File: src/hw/rtl/gmc_pkg.sv
// ----------------------------------------------------------------------------
// gmc_pkg
// Shared types and constants for the gate motor controller: state codes,
// fault codes, register indexes and the beat payloads.
// ----------------------------------------------------------------------------
package gmc_pkg;

  localparam int unsigned RUN_LIMIT_W = 16;
  localparam int unsigned SEP_W       = 10;
  localparam int unsigned RUN_CNT_W   = 17;
  localparam int unsigned CFG_IDX_W   = 2;
  localparam int unsigned CFG_DATA_W  = 16;

  localparam logic [RUN_LIMIT_W-1:0] RUN_LIMIT_RESET = 16'd12000;
  localparam logic [SEP_W-1:0]       SEP_TICKS_RESET = 10'd300;

  localparam logic [CFG_IDX_W-1:0] REG_RUN_TIME_LIMIT   = 2'd0;
  localparam logic [CFG_IDX_W-1:0] REG_SEPARATION_TICKS = 2'd1;

  typedef enum logic [2:0] {
    MODE_INIT    = 3'd0,
    MODE_CLOSED  = 3'd1,
    MODE_OPEN    = 3'd2,
    MODE_CLOSING = 3'd3,
    MODE_OPENING = 3'd4,
    MODE_ERROR   = 3'd5
  } mode_t;

  typedef enum logic [1:0] {
    FAULT_NONE     = 2'd0,
    FAULT_SWITCHES = 2'd1,
    FAULT_RUN_TIME = 2'd2
  } fault_t;

  typedef struct packed {
    logic closed_switch;
    logic open_switch;
    logic button_pulse;
  } gmc_in_t;

  typedef struct packed {
    logic       motor_open;
    logic       motor_close;
    logic       led_opening;
    logic       led_closing;
    logic       led_fault;
    logic [2:0] gate_state;
    logic [1:0] fault_code;
  } gmc_out_t;

  typedef struct packed {
    logic [RUN_LIMIT_W-1:0] run_time_limit;
    logic [SEP_W-1:0]       separation_ticks;
  } gmc_cfg_t;

endpackage

File: src/hw/rtl/gmc_cfg_regs.sv
// ----------------------------------------------------------------------------
// gmc_cfg_regs
// Configuration registers: run-time limit and separation ticks.
// ----------------------------------------------------------------------------
module gmc_cfg_regs (
  input  logic                          clk,
  input  logic                          rst_n,
  input  logic                          cfg_valid,
  output logic                          cfg_ready,
  input  logic [gmc_pkg::CFG_IDX_W-1:0]  cfg_index,
  input  logic [gmc_pkg::CFG_DATA_W-1:0] cfg_data,
  output gmc_pkg::gmc_cfg_t             cfg
);
  import gmc_pkg::*;

  logic [RUN_LIMIT_W-1:0] run_limit_r;
  logic [SEP_W-1:0]       sep_ticks_r;

  assign cfg_ready = 1'b1;

  always_ff @(posedge clk) begin
    if (!rst_n) begin
      run_limit_r <= RUN_LIMIT_RESET;
      sep_ticks_r <= SEP_TICKS_RESET;
    end else if (cfg_valid && cfg_ready) begin
      case (cfg_index)
        REG_RUN_TIME_LIMIT:   run_limit_r <= cfg_data[RUN_LIMIT_W-1:0];
        REG_SEPARATION_TICKS: sep_ticks_r <= cfg_data[SEP_W-1:0];
        default: ;
      endcase
    end
  end

  assign cfg.run_time_limit   = run_limit_r;
  assign cfg.separation_ticks = sep_ticks_r;

endmodule

File: src/hw/rtl/gmc_fsm.sv
// ----------------------------------------------------------------------------
// gmc_fsm
// Gate state machine with run and separation counters; one step per
// accepted tick beat, result formed from the state reached.
// ----------------------------------------------------------------------------
module gmc_fsm (
  input  logic              clk,
  input  logic              rst_n,
  input  logic              step,
  input  gmc_pkg::gmc_in_t  in_beat,
  input  gmc_pkg::gmc_cfg_t cfg,
  output gmc_pkg::gmc_out_t res
);
  import gmc_pkg::*;

  mode_t                mode_r, mode_nxt;
  mode_t                prior_r, prior_nxt;
  logic [RUN_CNT_W-1:0] run_r, run_nxt;
  logic [SEP_W-1:0]     sep_r, sep_nxt;
  fault_t               fault_r, fault_nxt;

  logic                 target_sw;
  mode_t                done_mode;
  logic [RUN_CNT_W-1:0] run_inc;

  // next state
  always_comb begin
    mode_nxt  = mode_r;
    prior_nxt = prior_r;
    run_nxt   = run_r;
    sep_nxt   = sep_r;
    fault_nxt = fault_r;
    target_sw = (mode_r == MODE_CLOSING) ? in_beat.closed_switch : in_beat.open_switch;
    done_mode = (mode_r == MODE_CLOSING) ? MODE_CLOSED : MODE_OPEN;
    run_inc   = run_r + RUN_CNT_W'(1);
    case (mode_r)
      MODE_CLOSED: begin
        if (in_beat.button_pulse) begin
          prior_nxt = MODE_CLOSED;
          mode_nxt  = MODE_OPENING;
          run_nxt   = '0;
          sep_nxt   = '0;
        end
      end
      MODE_OPEN: begin
        if (in_beat.button_pulse) begin
          prior_nxt = MODE_OPEN;
          mode_nxt  = MODE_CLOSING;
          run_nxt   = '0;
          sep_nxt   = '0;
        end
      end
      MODE_CLOSING, MODE_OPENING: begin
        if (sep_r < cfg.separation_ticks) begin
          sep_nxt = sep_r + SEP_W'(1);
        end else if (target_sw) begin
          prior_nxt = mode_r;
          mode_nxt  = done_mode;
        end else begin
          run_nxt = run_inc;
          if (run_inc > {1'b0, cfg.run_time_limit}) begin
            fault_nxt = FAULT_RUN_TIME;
            prior_nxt = mode_r;
            mode_nxt  = MODE_ERROR;
          end
        end
      end
      MODE_ERROR: begin
        if (in_beat.button_pulse) begin
          fault_nxt = FAULT_NONE;
          prior_nxt = MODE_ERROR;
          if (prior_r == MODE_OPENING || prior_r == MODE_CLOSING) begin
            mode_nxt = prior_r;
            run_nxt  = '0;
            sep_nxt  = '0;
          end else begin
            mode_nxt = MODE_INIT;
          end
        end
      end
      default: begin
        // init, and any unused code behaves as init
        prior_nxt = MODE_INIT;
        fault_nxt = FAULT_NONE;
        if (in_beat.closed_switch && in_beat.open_switch) begin
          fault_nxt = FAULT_SWITCHES;
          mode_nxt  = MODE_ERROR;
        end else if (in_beat.closed_switch) begin
          mode_nxt = MODE_CLOSED;
        end else begin
          mode_nxt = MODE_CLOSING;
          run_nxt  = '0;
          sep_nxt  = '0;
        end
      end
    endcase
  end

  // outputs for the state reached
  always_comb begin
    res.motor_open  = (mode_nxt == MODE_OPENING);
    res.motor_close = (mode_nxt == MODE_CLOSING);
    res.led_opening = (mode_nxt == MODE_OPENING);
    res.led_closing = (mode_nxt == MODE_CLOSING);
    res.led_fault   = (mode_nxt == MODE_ERROR);
    res.gate_state  = mode_nxt;
    res.fault_code  = (mode_nxt == MODE_ERROR) ? fault_nxt : FAULT_NONE;
  end

  always_ff @(posedge clk) begin
    if (!rst_n) begin
      mode_r  <= MODE_INIT;
      prior_r <= MODE_INIT;
      run_r   <= '0;
      sep_r   <= '0;
      fault_r <= FAULT_NONE;
    end else if (step) begin
      mode_r  <= mode_nxt;
      prior_r <= prior_nxt;
      run_r   <= run_nxt;
      sep_r   <= sep_nxt;
      fault_r <= fault_nxt;
    end
  end

`ifndef NO_ASSERTIONS
  a_fault_only_in_error: assert property (@(posedge clk) disable iff (!rst_n)
    (mode_r == MODE_CLOSED || mode_r == MODE_OPEN) |-> (fault_r == FAULT_NONE))
    else $error("fault held outside error");
  a_step_to_error_flags: assert property (@(posedge clk) disable iff (!rst_n)
    (step && mode_nxt == MODE_ERROR && mode_r != MODE_ERROR) |=>
      (fault_r == FAULT_SWITCHES || fault_r == FAULT_RUN_TIME))
    else $error("error entered without a fault code");
  a_counters_clear_on_motion: assert property (@(posedge clk) disable iff (!rst_n)
    (step && mode_r != MODE_CLOSING && mode_r != MODE_OPENING &&
     (mode_nxt == MODE_CLOSING || mode_nxt == MODE_OPENING)) |=>
      (run_r == '0 && sep_r == '0))
    else $error("counters not cleared at motion start");
`endif

endmodule

File: src/hw/rtl/gmc_out_buf.sv
// ----------------------------------------------------------------------------
// gmc_out_buf
// Result register with a skid stage, so an input beat is taken while a
// result still waits downstream.
// ----------------------------------------------------------------------------
module gmc_out_buf (
  input  logic              clk,
  input  logic              rst_n,
  input  logic              push,
  input  gmc_pkg::gmc_out_t push_data,
  output logic              full,
  output logic              out_valid,
  input  logic              out_stall,
  output gmc_pkg::gmc_out_t out_data
);
  import gmc_pkg::*;

  logic     out_vld_r, out_vld_nxt;
  logic     skid_vld_r, skid_vld_nxt;
  gmc_out_t out_data_r, out_data_nxt;
  gmc_out_t skid_data_r, skid_data_nxt;
  logic     pop;

  assign pop = out_vld_r && !out_stall;

  always_comb begin
    out_vld_nxt   = out_vld_r;
    skid_vld_nxt  = skid_vld_r;
    out_data_nxt  = out_data_r;
    skid_data_nxt = skid_data_r;
    if (!out_vld_r || pop) begin
      if (skid_vld_r) begin
        out_data_nxt = skid_data_r;
        out_vld_nxt  = 1'b1;
        skid_vld_nxt = 1'b0;
      end else begin
        out_data_nxt = push_data;
        out_vld_nxt  = push;
      end
    end else if (push) begin
      skid_data_nxt = push_data;
      skid_vld_nxt  = 1'b1;
    end
  end

  always_ff @(posedge clk) begin
    if (!rst_n) begin
      out_vld_r  <= 1'b0;
      skid_vld_r <= 1'b0;
    end else begin
      out_vld_r  <= out_vld_nxt;
      skid_vld_r <= skid_vld_nxt;
    end
  end

  always_ff @(posedge clk) begin
    out_data_r  <= out_data_nxt;
    skid_data_r <= skid_data_nxt;
  end

  assign full      = skid_vld_r;
  assign out_valid = out_vld_r;
  assign out_data  = out_data_r;

`ifndef NO_ASSERTIONS
  a_skid_implies_out: assert property (@(posedge clk) disable iff (!rst_n)
    skid_vld_r |-> out_vld_r)
    else $error("skid holds a beat while result register is empty");
  a_no_push_when_full: assert property (@(posedge clk) disable iff (!rst_n)
    skid_vld_r |-> !push)
    else $error("beat pushed into full buffer");
  a_skid_drains_in_order: assert property (@(posedge clk) disable iff (!rst_n)
    (pop && skid_vld_r) |=> (out_vld_r && out_data_r == $past(skid_data_r)))
    else $error("skid beat not moved to result register");
`endif

endmodule

File: src/hw/rtl/gate_motor_controller.sv
// ----------------------------------------------------------------------------
// gate_motor_controller
// Gate motor controller stepped once per tick beat.
//
//   channel  direction  handshake                payload
//   in_      input      in_valid / in_stall      gmc_in_t
//   out_     output     out_valid / out_stall    gmc_out_t
//   cfg_     input      cfg_valid / cfg_ready    cfg_index, cfg_data
//
// one beat per cycle in unless stalled; result registered, in the skid entry
// while the output stalls; the state step is compare and increment logic
// a two-entry result buffer raises in_stall only when both entries are full
// reset is synchronous and active low; restores all but data regs to defaults
// ----------------------------------------------------------------------------
module gate_motor_controller (
  input  logic                          clk,
  input  logic                          rst_n,
  input  logic                          in_valid,
  output logic                          in_stall,
  input  gmc_pkg::gmc_in_t              in_data,
  output logic                          out_valid,
  input  logic                          out_stall,
  output gmc_pkg::gmc_out_t             out_data,
  input  logic                          cfg_valid,
  output logic                          cfg_ready,
  input  logic [gmc_pkg::CFG_IDX_W-1:0]  cfg_index,
  input  logic [gmc_pkg::CFG_DATA_W-1:0] cfg_data
);
  import gmc_pkg::*;

  gmc_cfg_t cfg;
  gmc_out_t res;
  logic     full;
  logic     step;

  assign in_stall = full;
  assign step     = in_valid && !full;

  gmc_cfg_regs u_cfg (
    .clk       (clk),
    .rst_n     (rst_n),
    .cfg_valid (cfg_valid),
    .cfg_ready (cfg_ready),
    .cfg_index (cfg_index),
    .cfg_data  (cfg_data),
    .cfg       (cfg)
  );

  gmc_fsm u_fsm (
    .clk     (clk),
    .rst_n   (rst_n),
    .step    (step),
    .in_beat (in_data),
    .cfg     (cfg),
    .res     (res)
  );

  gmc_out_buf u_buf (
    .clk       (clk),
    .rst_n     (rst_n),
    .push      (step),
    .push_data (res),
    .full      (full),
    .out_valid (out_valid),
    .out_stall (out_stall),
    .out_data  (out_data)
  );

endmodule

File: config.mk
export PLATFORM = sky130hd
export DESIGN_NAME = gate_motor_controller
export DESIGN_NICKNAME = d
export VERILOG_FILES = /design/src/hw/rtl/gmc_pkg.sv /design/src/hw/rtl/gmc_cfg_regs.sv /design/src/hw/rtl/gmc_fsm.sv /design/src/hw/rtl/gmc_out_buf.sv /design/src/hw/rtl/gate_motor_controller.sv
export SDC_FILE = /design/constraint.sdc
export NUM_CORES = 1
export LEC_CHECK = 0
export ABC_AREA = 1
export BUFFER_PORTS_ARGS = -buffer_cell sky130_fd_sc_hd__buf_2
export CORE_MARGIN = 1.5
export CORE_UTILIZATION = 55
export CTS_CLUSTER_SIZE = 12
export DETAILED_ROUTE_END_ITERATION = 10
export GPL_ROUTABILITY_DRIVEN = 0
export GPL_TIMING_DRIVEN = 0
export PLACE_DENSITY = 0.75
export SLEW_MARGIN = 20
export SYNTH_ARGS = -nofsm -noshare
export SYNTH_HDL_FRONTEND = slang
export SYNTH_SLANG_ARGS = --single-unit
File: constraint.sdc
create_clock -name clk -period 7.3 [get_ports clk]
set_input_delay 1.46 -clock clk [delete_from_list [all_inputs] [get_ports clk]]
set_output_delay 1.46 -clock clk [all_outputs]
set_load 0.005 [all_outputs]
======== Word level (Yosys, flattened, before mapping) ========
Index checks and enable logic that the tools add are counted.
cells by class
  add/subtract/negate cells ............... 2
  magnitude comparators ................... 2
  eq/ne operators ......................... 22
  muxes and demuxes ....................... 43
  bitwise operators ....................... 2
  reductions and logical operators ........ 18
operator list
  kind                                                                   number
  17-bit 2-to-1 mux                                                      7
  10-bit 2-to-1 mux                                                      7
  17-bit case mux with 3 select lines                                    1
  3-bit 2-to-1 mux                                                       14
  10-bit case mux with 3 select lines                                    1
  3-bit case mux with 4 select lines                                     2
  17-bit by 1-bit adder with 17-bit output, second input constant        1
  17-bit by 16-bit > comparator with 1-bit output                        1
  3-bit equality test, second input constant                             5
  2-bit 2-to-1 mux                                                       7
  3-bit by 2-bit equality test with 1-bit output, second input constant  4
  10-bit by 1-bit adder with 10-bit output, second input constant        1
  10-bit < comparator                                                    1
  2-bit != test, second input constant                                   5
  8-bit AND reduction                                                    1
  7-bit AND reduction                                                    1
  2-bit by 1-bit != test with 1-bit output, second input constant        3
  2-bit case mux with 3 select lines                                     1
  2-bit AND reduction                                                    3
  6-bit AND reduction                                                    1
  2-bit OR reduction                                                     3
  4-bit by 2-bit != test with 1-bit output, second input constant        1
  4-bit != test, second input constant                                   1
  3-bit by 1-bit equality test with 1-bit output, second input constant  1
  8 further kinds                                                        16
storage, ports and cells
  flip-flop bits (word level) ............. 81
  output and inout port bits .............. 13
  word-level logic and storage cells ...... 110

======== Depth between registers and ports, before layout ========
  depth after elaboration ................. 9
  gate-level depth with buffers ........... 28
  gate-level depth less buffers ........... 28

======== Modules after synthesis ========
Synthesis repeated with hierarchy kept, for this count alone.
unflattened totals
  cell total of the unflattened synthesis .. 641
  area, all modules ....................... 4773.3 um2
by module, submodules not included
  module                 times used  cells each  area an instance (um2)  seq. area each (um2)
  gmc_fsm                1           428         2811.4                  700.7
  gmc_cfg_regs           1           149         1093.5                  520.5
  gmc_out_buf            1           62          858.3                   640.6
  gate_motor_controller  1           2           10.0                    0.0

======== Worst setup path before layout ========
OpenSTA, ideal clock, no wires.
  path type ............................... register -> register
  start point ............................. register u_fsm.run_r[0]
  end point ............................... register u_buf.out_data_r, in the netlist u_buf.out_data[0] (data pin)
  arrival ................................. 2.817 ns
  data required time ...................... 7.047 ns
  setup slack ............................. 4.230 ns
  cell stages (with the launch flop) ...... 27
  path buffers ............................ 0
  period minus slack after synthesis ...... 3.070 ns
  cells stage by stage .................... dfxtp_1 ha_1 nand3_1 inv_1 nand2_1 nor2_2 nand2_2 nor3_1 inv_1 nor2_1 nand3_1 xor2_1 inv_1 ha_1 nand2_1 inv_1 nand3_1 nor3_1 nand4_1 nand3_1 nand2_1 nand2_1 nand3_2 nand2_2 inv_2 nand3_1 nand2_1
RTL lines
  what                      line               text
  start: declaration        gmc_fsm.sv:18      logic [RUN_CNT_W-1:0] run_r, run_nxt;
  start signal: assignment  gmc_fsm.sv:120     run_r <= run_nxt;
  end signal: assignment    gmc_out_buf.sv:57  out_data_r <= out_data_nxt;
  end: declaration          gmc_out_buf.sv:20  gmc_out_t out_data_r, out_data_nxt;

==> summary.txt <==
========================================================================================
Worst path bufs/invs                                                                   5
Synth Register Bits                                                                   79
Post-detailed-placement half-perimeter wirelength                                7240 um
Starting utilization of the core area                                              0.568
Antenna Nets Post-Route                                                                0
Leading cell type in the layout, fill and taps excluded                     sky130_fd_sc_hd__nand2_1
Clock tree from TritonCTS                                                            yes
Num ports                                                                             39
Peak VDD IR                                                                     0.108 mV
Kind of launch point of the worst setup path                                        flop
Share of final-layout standard cells stronger than drive strength 1                0.164
Setup repair after global routing missed its margin                                false
Smallest setup slack after layout                                                3.67 ns
First-pass GRT wire length                                                      16200 um
Number of buffers inserted by hold repair at cts                                       0
Setup violations, final                                                                0
Count of input and output buffers                                                     37
Post-layout net count                                                                669
Sequential area share after synthesis                                              0.396
Number of resized instances in the post-cts repair step                                0
Count of synthesis-stage warnings from yosys                                           0
Count of flip-flops with a built-in enable after synthesis                            16
Power density normalized to cell area                                        212 mW/mm^2
Count of H-tree levels built during CTS                                                3
GR Overflow Total                                                                      0
Tightest Pin Transition                                                         0.729 ns
Detailed router's first-iteration violation count                                    138
Via-to-Cell Ratio                                                                   5.24
Antenna violations before repair                                                       0
Area growth, synth to finish                                                       12.1%
Highest clock frequency the design can meet                                      275 MHz
Worst hold-check path type                                                  flop to flop
Largest net degree at the start of global routing                                     15
Minimum clock period after layout                                                3.63 ns
CTS Root Buffer Type                                                        sky130_fd_sc_hd__clkbuf_8
Final-layout worst hold slack                                                   0.467 ns
Total clock sinks                                                                     79
Residual DRC count                                                                     0
Reported leakage power                                                           2.32 nW
Post-detailed-route wirelength per cell                                          13.1 um
Die outline area                                                            0.00853 mm^2
Fin. Hold Viols                                                                        0
Setup Buffers After CTS                                                                0
Mapped cell area                                                            0.00439 mm^2
Cell class contributing the biggest share of worst-path delay               simple AND/OR/NAND/NOR gates
Crit Path Category                                                          flop to flop
Floorplan row count                                                                   32
Critical Path AT                                                                 3.75 ns
Placeable Area                                                              0.00773 mm^2
Worst hold path cell count                                                             2
Die Height                                                                       92.4 um
Avg Inst Size Synth                                                            7.73 um^2
Number of buffers created by CTS                                                       9
Critical Path Max Stage Delay                                                    0.42 ns
Number of detailed-route iterations in the first pass                                  4
Instance area at placement                                                  0.00471 mm^2
Maximum buffer depth of the clock tree                                                 2
Max Slew Vio Count                                                                     0
Internal reg-to-reg setup slack                                                  3.67 ns
Clock-pin transition on the worst setup and hold timing paths                    0.09 ns
Clock skew after layout                                                       0.00859 ns
Commonest cells after routing, fill and taps aside                          sky130_fd_sc_hd__nand2_1 (115), sky130_fd_sc_hd__inv_1 (89), sky130_fd_sc_hd__dfxtp_1 (63)
Total number of vias                                                                3790
Portion of the clock cycle consumed by the worst path in the final layout          0.497
Reported max-cap violation count                                                       0
Aggregate routed wire length                                                     9480 um
Power, Total                                                                     1.04 mW
Slowest stage cell on the critical path                                     sky130_fd_sc_hd__dfxtp_1
Number of global-route vias before repair                                           3598
WP data required                                                                 7.42 ns
Status                                                                      complete, no violations
Destination of the worst hold path                                          u_cfg.run_limit_r[8]
Capturing point of the worst reg2reg path                                   u_buf.out_data[0]
Chip Width                                                                       92.4 um
Worst setup path start                                                      u_fsm.run_r[0]
Post-synthesis cell count                                                            568
Worst R2R Path Depth                                                                  26
Post-synthesis cell type count                                                        43
Diodes inserted                                                                        0
Post-layout instance area                                                   0.00493 mm^2
Origin of the critical flop-to-flop path                                    u_fsm.run_r[0]
Startpoint of the tightest hold check path                                  u_cfg.run_limit_r[8]
Setup WS pre-CTS                                                                 3.73 ns
Top FF cell, synth                                                          sky130_fd_sc_hd__dfxtp_1
Ys async rst share                                                                     0
Overall fraction of global-route tracks in use                                     0.238
Nets in the synthesized netlist                                                      621
Critical path capture point type                                                    flop
Max-slew headroom                                                                  0.510
Total negative slack for setup checks                                               0 ns
Insertion delay of the later-clocked pin in the worst-skew pair                  0.36 ns
Highest net fanout along the worst path                                                5
========================================================================================
-- cell families after synthesis --
group,synth area share
other,0.000854
buffers and inverters,0.107
flip-flops,0.396
AND/OR/NAND/NOR,0.222
AO/OA/AOI/OAI,0.177
adder cells (fa/ha/maj),0.0769
XOR/XNOR,0.0199
-- metrics by stage --
step | std cells | utilization
floorplan | 568 | -
global placement | 707 | 0.609
detailed placement | 707 | 0.609
CTS | 723 | 0.637
global route | 723 | 0.637
finish | 723 | 0.637
-- layout make-up --
cell class	instances	area [um^2]
timing repair buffer	37	185
sequential	79	1740
tap	102	128
clock inverter	6	92.6
inverter	96	360
fill	672	2800
clock buffer	10	128
multi-input combinational	377	2180
buffer	16	110
-- worst min-delay path, stage by stage, from the launching register on --
cell and delay [ns]:
sky130_fd_sc_hd__dfxtp_1 0.31, sky130_fd_sc_hd__inv_1 0.06, sky130_fd_sc_hd__a21oi_1 0.06
-- per-layer routing --
metal	vias up	GRT usage	wire, um
met1	1746	0.310	4450
met4	0	0.0731	129
met2	76	0.395	4450
met3	12	0.0509	453
met5	-	0	0
li1	1956	-	-
-- where the power goes --
group / internal [mW] / total [mW] / switching, mW
sequential: 0.476 / 0.490 / 0.0134
combinational: 0.0674 / 0.186 / 0.118
clock: 0.195 / 0.369 / 0.174
-- registers in the layout, indices dropped and copies added (netlist names), 3 cells and up --
| register | cells |
|---|---|
| u_fsm.run_r | 17 |
| u_cfg.run_limit_r | 16 |
| u_cfg.sep_ticks_r | 10 |
| u_fsm.sep_r | 10 |
| u_buf.out_data | 8 |
| u_buf.skid_data_r | 8 |
| u_fsm.mode_r | 3 |
| u_fsm.prior_r | 3 |
-- Yosys cell counts (2+ instances only) --
master                       n  area [um^2]
sky130_fd_sc_hd__a211oi_1    3         22.5
sky130_fd_sc_hd__a211oi_2    8          100
sky130_fd_sc_hd__a21oi_1    55          275
sky130_fd_sc_hd__a31oi_1     3         18.8
sky130_fd_sc_hd__buf_4       3         22.5
sky130_fd_sc_hd__buf_6       4         45.0
sky130_fd_sc_hd__clkbuf_1    7         26.3
sky130_fd_sc_hd__dfxtp_1    63         1260
sky130_fd_sc_hd__edfxtp_1   16          480
sky130_fd_sc_hd__ha_1       27          338
sky130_fd_sc_hd__inv_1      89          334
sky130_fd_sc_hd__inv_2       6         22.5
sky130_fd_sc_hd__nand2_1   115          432
sky130_fd_sc_hd__nand2_2    11         68.8
sky130_fd_sc_hd__nand3_1    25          125
sky130_fd_sc_hd__nand4_1     5         31.3
sky130_fd_sc_hd__nor2_1     33          124
sky130_fd_sc_hd__nor2_2      3         18.8
sky130_fd_sc_hd__nor2_4      3         33.8
sky130_fd_sc_hd__nor3_1      6         30.0
sky130_fd_sc_hd__nor3_2      4         40.0
sky130_fd_sc_hd__o211ai_1   13         97.6
sky130_fd_sc_hd__o21ai_0    30          150
sky130_fd_sc_hd__o21ai_1     8         40.0
sky130_fd_sc_hd__o21ai_2     2         17.5
sky130_fd_sc_hd__xnor2_1     4         35.0
sky130_fd_sc_hd__xor2_1      6         52.6
-- worst max-delay path by stage --
| stage | end | cells after the start | slack, ns |
|---|---|---|---|
| after CTS | u_buf.out_data[0] | 26 | 3.70 |
| after detailed placement | u_buf.out_data[0] | 26 | 3.73 |
| final | u_buf.out_data[0] | 26 | 3.67 |
| after global placement | u_buf.out_data[0] | 26 | 3.76 |
| after global routing | u_buf.out_data[0] | 26 | 3.24 |
| after floorplan | u_buf.out_data[0] | 26 | 4.23 |
No activity file was read; power rests on OpenSTA's default activity.
